**src/rtl/rqu_pkg.sv**
```systemverilog
// Shared types, constants and helper functions for the rotation vector to quaternion unit.
// No dependencies; the files that use it refer to this package by scoped names.
`default_nettype none
package rqu_pkg;

    typedef struct packed {
        logic signed [31:0] rx;
        logic signed [31:0] ry;
        logic signed [31:0] rz;
        logic [31:0]        theta;
        logic signed [31:0] z;
        logic               flip;
        logic               ident;
    } t_entry;

    localparam logic signed [35:0] Q30_PI      = 36'sd3373259426;
    localparam logic signed [35:0] Q30_TWO_PI  = 36'sd6746518852;
    localparam logic signed [35:0] Q30_HALF_PI = 36'sd1686629713;
    localparam logic signed [33:0] GAIN_INV    = 34'sd652032874;
    localparam logic signed [33:0] Q30_ONE     = 34'sd1073741824;
    localparam logic signed [33:0] Q30_MONE    = -34'sd1073741824;
    localparam logic [15:0]        LIMIT_RESET = 16'd1;

    function automatic logic signed [33:0] atan_q30(input logic [4:0] i);
        logic signed [33:0] v;
        case (i)
            5'd0:  v = 34'sd843314857;
            5'd1:  v = 34'sd497837829;
            5'd2:  v = 34'sd263043837;
            5'd3:  v = 34'sd133525159;
            5'd4:  v = 34'sd67021687;
            5'd5:  v = 34'sd33543516;
            5'd6:  v = 34'sd16775851;
            5'd7:  v = 34'sd8388437;
            5'd8:  v = 34'sd4194283;
            5'd9:  v = 34'sd2097149;
            5'd10: v = 34'sd1048576;
            5'd11: v = 34'sd524288;
            5'd12: v = 34'sd262144;
            5'd13: v = 34'sd131072;
            5'd14: v = 34'sd65536;
            5'd15: v = 34'sd32768;
            5'd16: v = 34'sd16384;
            5'd17: v = 34'sd8192;
            5'd18: v = 34'sd4096;
            5'd19: v = 34'sd2048;
            5'd20: v = 34'sd1024;
            5'd21: v = 34'sd512;
            5'd22: v = 34'sd256;
            5'd23: v = 34'sd128;
            5'd24: v = 34'sd64;
            5'd25: v = 34'sd32;
            5'd26: v = 34'sd16;
            5'd27: v = 34'sd8;
            5'd28: v = 34'sd4;
            5'd29: v = 34'sd2;
            5'd30: v = 34'sd1;
            default: v = 34'sd0;
        endcase
        return v;
    endfunction

    function automatic logic signed [31:0] sat_q30(input logic signed [33:0] v);
        logic signed [33:0] s;
        if (v > Q30_ONE) begin
            s = Q30_ONE;
        end else if (v < Q30_MONE) begin
            s = Q30_MONE;
        end else begin
            s = v;
        end
        return s[31:0];
    endfunction

endpackage
`default_nettype wire

```
**src/rtl/rqu_queue.sv**
```systemverilog
// Short FIFO of classified words between the front end and the back end.
// Depends on rqu_pkg.
`default_nettype none
module rqu_queue (
    input  wire logic            i_clk,
    input  wire logic            i_rst_n,
    input  wire logic            i_push_valid,
    input  wire rqu_pkg::t_entry i_push_data,
    output logic                 o_push_ready,
    input  wire logic            i_pop,
    output logic                 o_head_valid,
    output rqu_pkg::t_entry      o_head_data
);
    localparam int Depth = 4;
    localparam int PtrW  = $clog2(Depth);

    rqu_pkg::t_entry   r_mem [0:Depth-1];
    logic [PtrW-1:0]   r_wr;
    logic [PtrW-1:0]   r_rd;
    logic [PtrW:0]     r_cnt;
    logic              push;
    logic              pop;

    assign o_push_ready = (r_cnt != Depth[PtrW:0]);
    assign o_head_valid = (r_cnt != '0);
    assign o_head_data  = r_mem[r_rd];
    assign push = i_push_valid && o_push_ready;
    assign pop  = i_pop && o_head_valid;

    always_ff @(posedge i_clk) begin
        if (!i_rst_n) begin
            r_wr  <= '0;
            r_rd  <= '0;
            r_cnt <= '0;
        end else begin
            if (push) begin
                r_wr <= r_wr + 1'b1;
            end
            if (pop) begin
                r_rd <= r_rd + 1'b1;
            end
            if (push && !pop) begin
                r_cnt <= r_cnt + 1'b1;
            end else if (pop && !push) begin
                r_cnt <= r_cnt - 1'b1;
            end
        end
    end

    always_ff @(posedge i_clk) begin
        if (push) begin
            r_mem[r_wr] <= i_push_data;
        end
    end
endmodule
`default_nettype wire

```
**config.mk**
```make
export PLATFORM = sky130hd
export DESIGN_NAME = rqu_queue
export DESIGN_NICKNAME = d
export VERILOG_FILES = /design/src/rtl/rqu_pkg.sv /design/src/rtl/rqu_queue.sv
export SDC_FILE = /design/constraint.sdc
export NUM_CORES = 1
export LEC_CHECK = 0
export ABC_CLOCK_PERIOD_IN_PS = 7000
export BUFFER_PORTS_ARGS = -buffer_cell sky130_fd_sc_hd__buf_2
export CORE_ASPECT_RATIO = 1.4
export CORE_UTILIZATION = 35
export CTS_CLUSTER_DIAMETER = 200
export DETAILED_ROUTE_END_ITERATION = 8
export PLACE_DENSITY = 0.66
export SLEW_MARGIN = 20
export SYNTH_ARGS = -nofsm -noshare
export SYNTH_HDL_FRONTEND = slang
export SYNTH_SLANG_ARGS = --single-unit
```
**constraint.sdc**
```tcl
create_clock -name i_clk -period 7 [get_ports i_clk]
set_clock_uncertainty 0.05 [all_clocks]
set_input_delay 2.1 -clock i_clk [delete_from_list [all_inputs] [get_ports i_clk]]
set_output_delay 2.1 -clock i_clk [all_outputs]
set_load 0.03 [all_outputs]
```
==> Word level (Yosys, flattened, before mapping) <==
Memory sizes are Yosys's and may differ from the RTL's. A register that Yosys moved wholly into a read port is not among the register bits.
Index checks and enable logic that the tools add are counted.
{ "word_totals": {"regBits": 7, "ramBits": 648, "in_bits": 166, "out_inout_bits": 164, "word_cells": 23, "memories": 1} }
{ "op_classes": {"add_sub_neg": 4, "n_eq_ne": 1, "n_mux": 6, "n_reduce_logical": 8} }
{ "mem_list": {"columns": ["name", "words", "word_bits", "rd", "rd_clocked_by_memory_dff", "wr", "line", "rtl"], "rows": [
  ["r_mem", 4, 162, 1, 1, 1, "rqu_queue.sv:17", "rqu_pkg::t_entry r_mem [0:Depth-1];"]
]} }
{ "ops": {"columns": ["operator", "count"], "rows": [
  ["3-bit 2-to-1 mux", 2],
  ["2-bit by 1-bit adder with 2-bit output, second input constant", 2],
  ["1-bit logical AND", 4],
  ["2-bit 2-to-1 mux", 2],
  ["3-bit by 1-bit adder with 3-bit output, second input constant", 1],
  ["3-bit inequality test, second input constant", 1],
  ["3-bit nonzero test", 1],
  ["3-bit by 1-bit subtractor with 3-bit output, second input constant", 1],
  ["1-bit logical NOT", 2],
  ["1-bit 2-to-1 mux", 2],
  ["2-bit nonzero test", 1]
]} }

==> Depth between registers and ports, before layout <==
{ "depth": {"word_depth": 6, "depth_mapped": 8, "depth_no_buf": 8} }

==> Worst setup path before layout <==
No wires, ideal clock.
{ "synth_path": {"kind": "in2reg", "from": "input i_push_valid", "to": "memory r_mem[2][0] (netlist bit) (enable)", "setup_ns": 0.541, "arrival_time_ns": 6.124, "required_time_ns": 6.409, "slack_ns": 0.284, "cell_stages": 2, "n_path_buf": 0, "path_cell_list": "a21boi_2 > and2_1"} }
{ "synth_via": {"elab_chain_cells": 3} }
{ "synth_lines": {"columns": ["element", "line", "rtl"], "rows": [
  ["from (decl)", "rqu_queue.sv:7", "input wire logic i_push_valid,"],
  ["1-bit logical AND", "rqu_queue.sv:27", "assign push = i_push_valid && o_push_ready;"],
  ["1-bit 2-to-1 mux", "rqu_queue.sv:51", "if (push) begin"],
  ["1-bit 2-to-1 mux (implied by the code)", "rqu_queue.sv:52", "r_mem[r_wr] <= i_push_data;"],
  ["to (decl)", "rqu_queue.sv:17", null]
]} }
Every way passes these cells.

==> results.toml <==
[timing]
period_needed_ps = 4840
fin_crit_sh = 0.691
final_hold_viol_count = 0
setup_ws_ps = 2160
setup-tns-final_ps = 0
drv_slew = 0
max_freq_mhz = 207
rsz0062_at_grt = "no"
slew-limit-headroom = 0.371
worst_pin_slew_ps = 943
finalSetupViolCount = 0

[setup_path]
rr_startpoint = "r_cnt[0]$_SDFFE_PN0P_"
cp-start-kind = "register"
critPathRequiredTime_ps = 4850
regToRegEndpoint = "r_mem[0][34]$_DFFE_PP_"
reg2reg_slack_ps = 4360
critPathCaptureType = "output port"
path_class = "register to output port"
crit_path_max_fanout = 54
reg2reg_depth = 4
critical_path_arrival_ps = 2690

[cts]
cts.clk_slew.worst_paths_ps = 60
cts_root_buf = "clkbuf_16"
cts_tree = "built"
cts_buffer_depth = 3
cts_buffers = 61
cts_setup_buffers = 0
cts_sinks = 657
insertion_delay_ps = 630
holdBufCountCts = 0
htreeDepth = 2
cts_resized = 0

[pwr]
power_density_mw_per_mm2 = 389
ir_drop_uv = 230
cellLeakagePower_nw = 9.32

[global_route]
grt_usage = 0.135
overflow = 0
grt_antenna_before_repair = 6
grt_pass1_vias = 11400
grt_pass1_wl_um = 70400
grt_start_max_net_pins = 94

[route]
drt_first_iter_violations = 603
drc = 0
wl_per_cell_um = 21.5
final_antenna_net_count = 0
dr.pass1.iters = 6
vias = 10600
drt_wl_total_um = 46800
avgViaCountPerCell = 4.88

[die]
die_x_um = 222
rows = 112
ios = 330
initial_core_util = 0.356
dieArea_sq_mm = 0.0691
core_sq_mm = 0.0670
die_h_um = 311

[hold_path]
hp-start = "r_wr[0]$_SDFFE_PN0P_"
hold_path_class = "register to register"
hold-path-endpoint = "r_wr[0]$_SDFFE_PN0P_"
hold_path_depth = 2

[yosys]
synth-main-ff-cell = "edfxtp_1"
avgSynthCellArea_sq_um = 26.6
yosysMostFrequentCell = "edfxtp_1"
synth_seq_cells = 657
async_reset_ff_frac = 0
ys_warn_count = 0
synth_edf_count = 648
synth_seq_area_share = 0.825
synth_area_leader_cell = "edfxtp_1"
synth_top_cell_area_share = 0.817
synth_area_sq_mm = 0.0238
ys_top_cells_by_area = "edfxtp_1 (82%), mux4_2 (15%), dfxtp_1 (0.76%)"
synthesis.instances = 894
synthTopCellsByCount = "edfxtp_1 (648), mux4_2 (162), buf_2 (18)"
synth_fp_nets = 1066
yosysUniqueCellTypes = 23

[placed_design]
place_ws_ps = 2640
port_buffers = 329
hpwl_um = 27700
gp_congestion = 0.716
dpl-instance-area_sq_mm = 0.0265

[cells_and_area]
nets = 1437
area_delta_synth_final_pct = 19.3
final-seq-area_sq_mm = 0.0196
stdcell_area_sq_mm = 0.0284
fill_cells = 5738
multi_input_comb_area_sq_mm = 0.00394
drive_gt1_frac = 0.461

[job]
cap_viol_max_count = 0

[outcome]
status = "completed"
layer usage:
metal / vias to the layer above / global-route usage / share of wire
li1: 4626 / - / -
met1: 5583 / 0.160 / 0.39
met2: 306 / 0.235 / 0.52
met3: 88 / 0.0371 / 0.063
met4: 8 / 0.0461 / 0.025
met5: - / 0 / 0.0012
cells by family after synthesis:
| logic type | synth area share |
|---|---|
| XOR/XNOR | 0.00147 |
| AND/OR/NAND/NOR | 0.00384 |
| multiplexers | 0.154 |
| buffers and inverters | 0.0104 |
| flip-flops | 0.825 |
| AO/OA/AOI/OAI | 0.00168 |
| adder cells (fa/ha/maj) | 0.00347 |
worst max-delay path, cell delays in order (launching register included):
cell	delay (ps)
dfxtp_4	940
buf_4	510
mux4_2	370
buf_2	200
metrics by stage:
stage | hold slack, ps | utilization | power [W] | cells
after global routing | 484 | 0.424 | 0.0115 | 2172
after detailed placement | 449 | 0.396 | 0.00809 | 2057
after CTS | 458 | 0.424 | 0.0113 | 2170
after global placement | 430 | 0.396 | 0.00806 | 2057
after floorplan | 418 | - | 0.00726 | 894
final | 454 | 0.424 | 0.0111 | 2174
cell usage in the layout, fill, tap and decap left out, types with 6 or more instances in the layout:
cell,Yosys,layout
buf_2,18,329
dfxtp_1,9,7
mux4_2,162,162
clkbuf_1,7,12
buf_12,0,7
clkinvlp_4,0,6
edfxtp_1,648,648
clkinv_1,0,9
clkbuf_16,0,61
buf_4,0,9
clkinv_2,0,15
state kept, by name (all words and copies together), names as in the netlist, named ones only:
name	flops
r_cnt	3
r_mem	648
r_rd	2
r_wr	2
where the power goes:
group	leakage (nW)	internal, W	switching, W	total (W)
registers	6.01	0.00477	0.000118	0.00489
clock network	0.918	0.00172	0.00141	0.00313
logic	2.39	0.00111	0.00193	0.00304
total	9.32	0.00760	0.00346	0.0111
layout make-up:
type	instances	area share
flip-flops and latches	657	0.691
multi-input cells	197	0.139
repair buffers	345	0.0652
clock buffers	73	0.0553
well taps	855	0.0376
clock inverters	40	0.0113
inverters	3	0.000396
diodes	4	0.000352
worst max path at each step:
stage	to	slack, ps	cells after the start
after global placement	r_mem[1][29]$_DFFE_PP_	2660	4
after global routing	o_head_data[43]	2000	3
final	o_head_data[146]	2160	3
after floorplan	r_mem[2][0]$_DFFE_PP_	280	2
after CTS	o_head_data[43]	2030	3
after detailed placement	r_mem[0][36]$_DFFE_PP_	2640	4
Note: power is estimated with default switching activity, not from simulation.
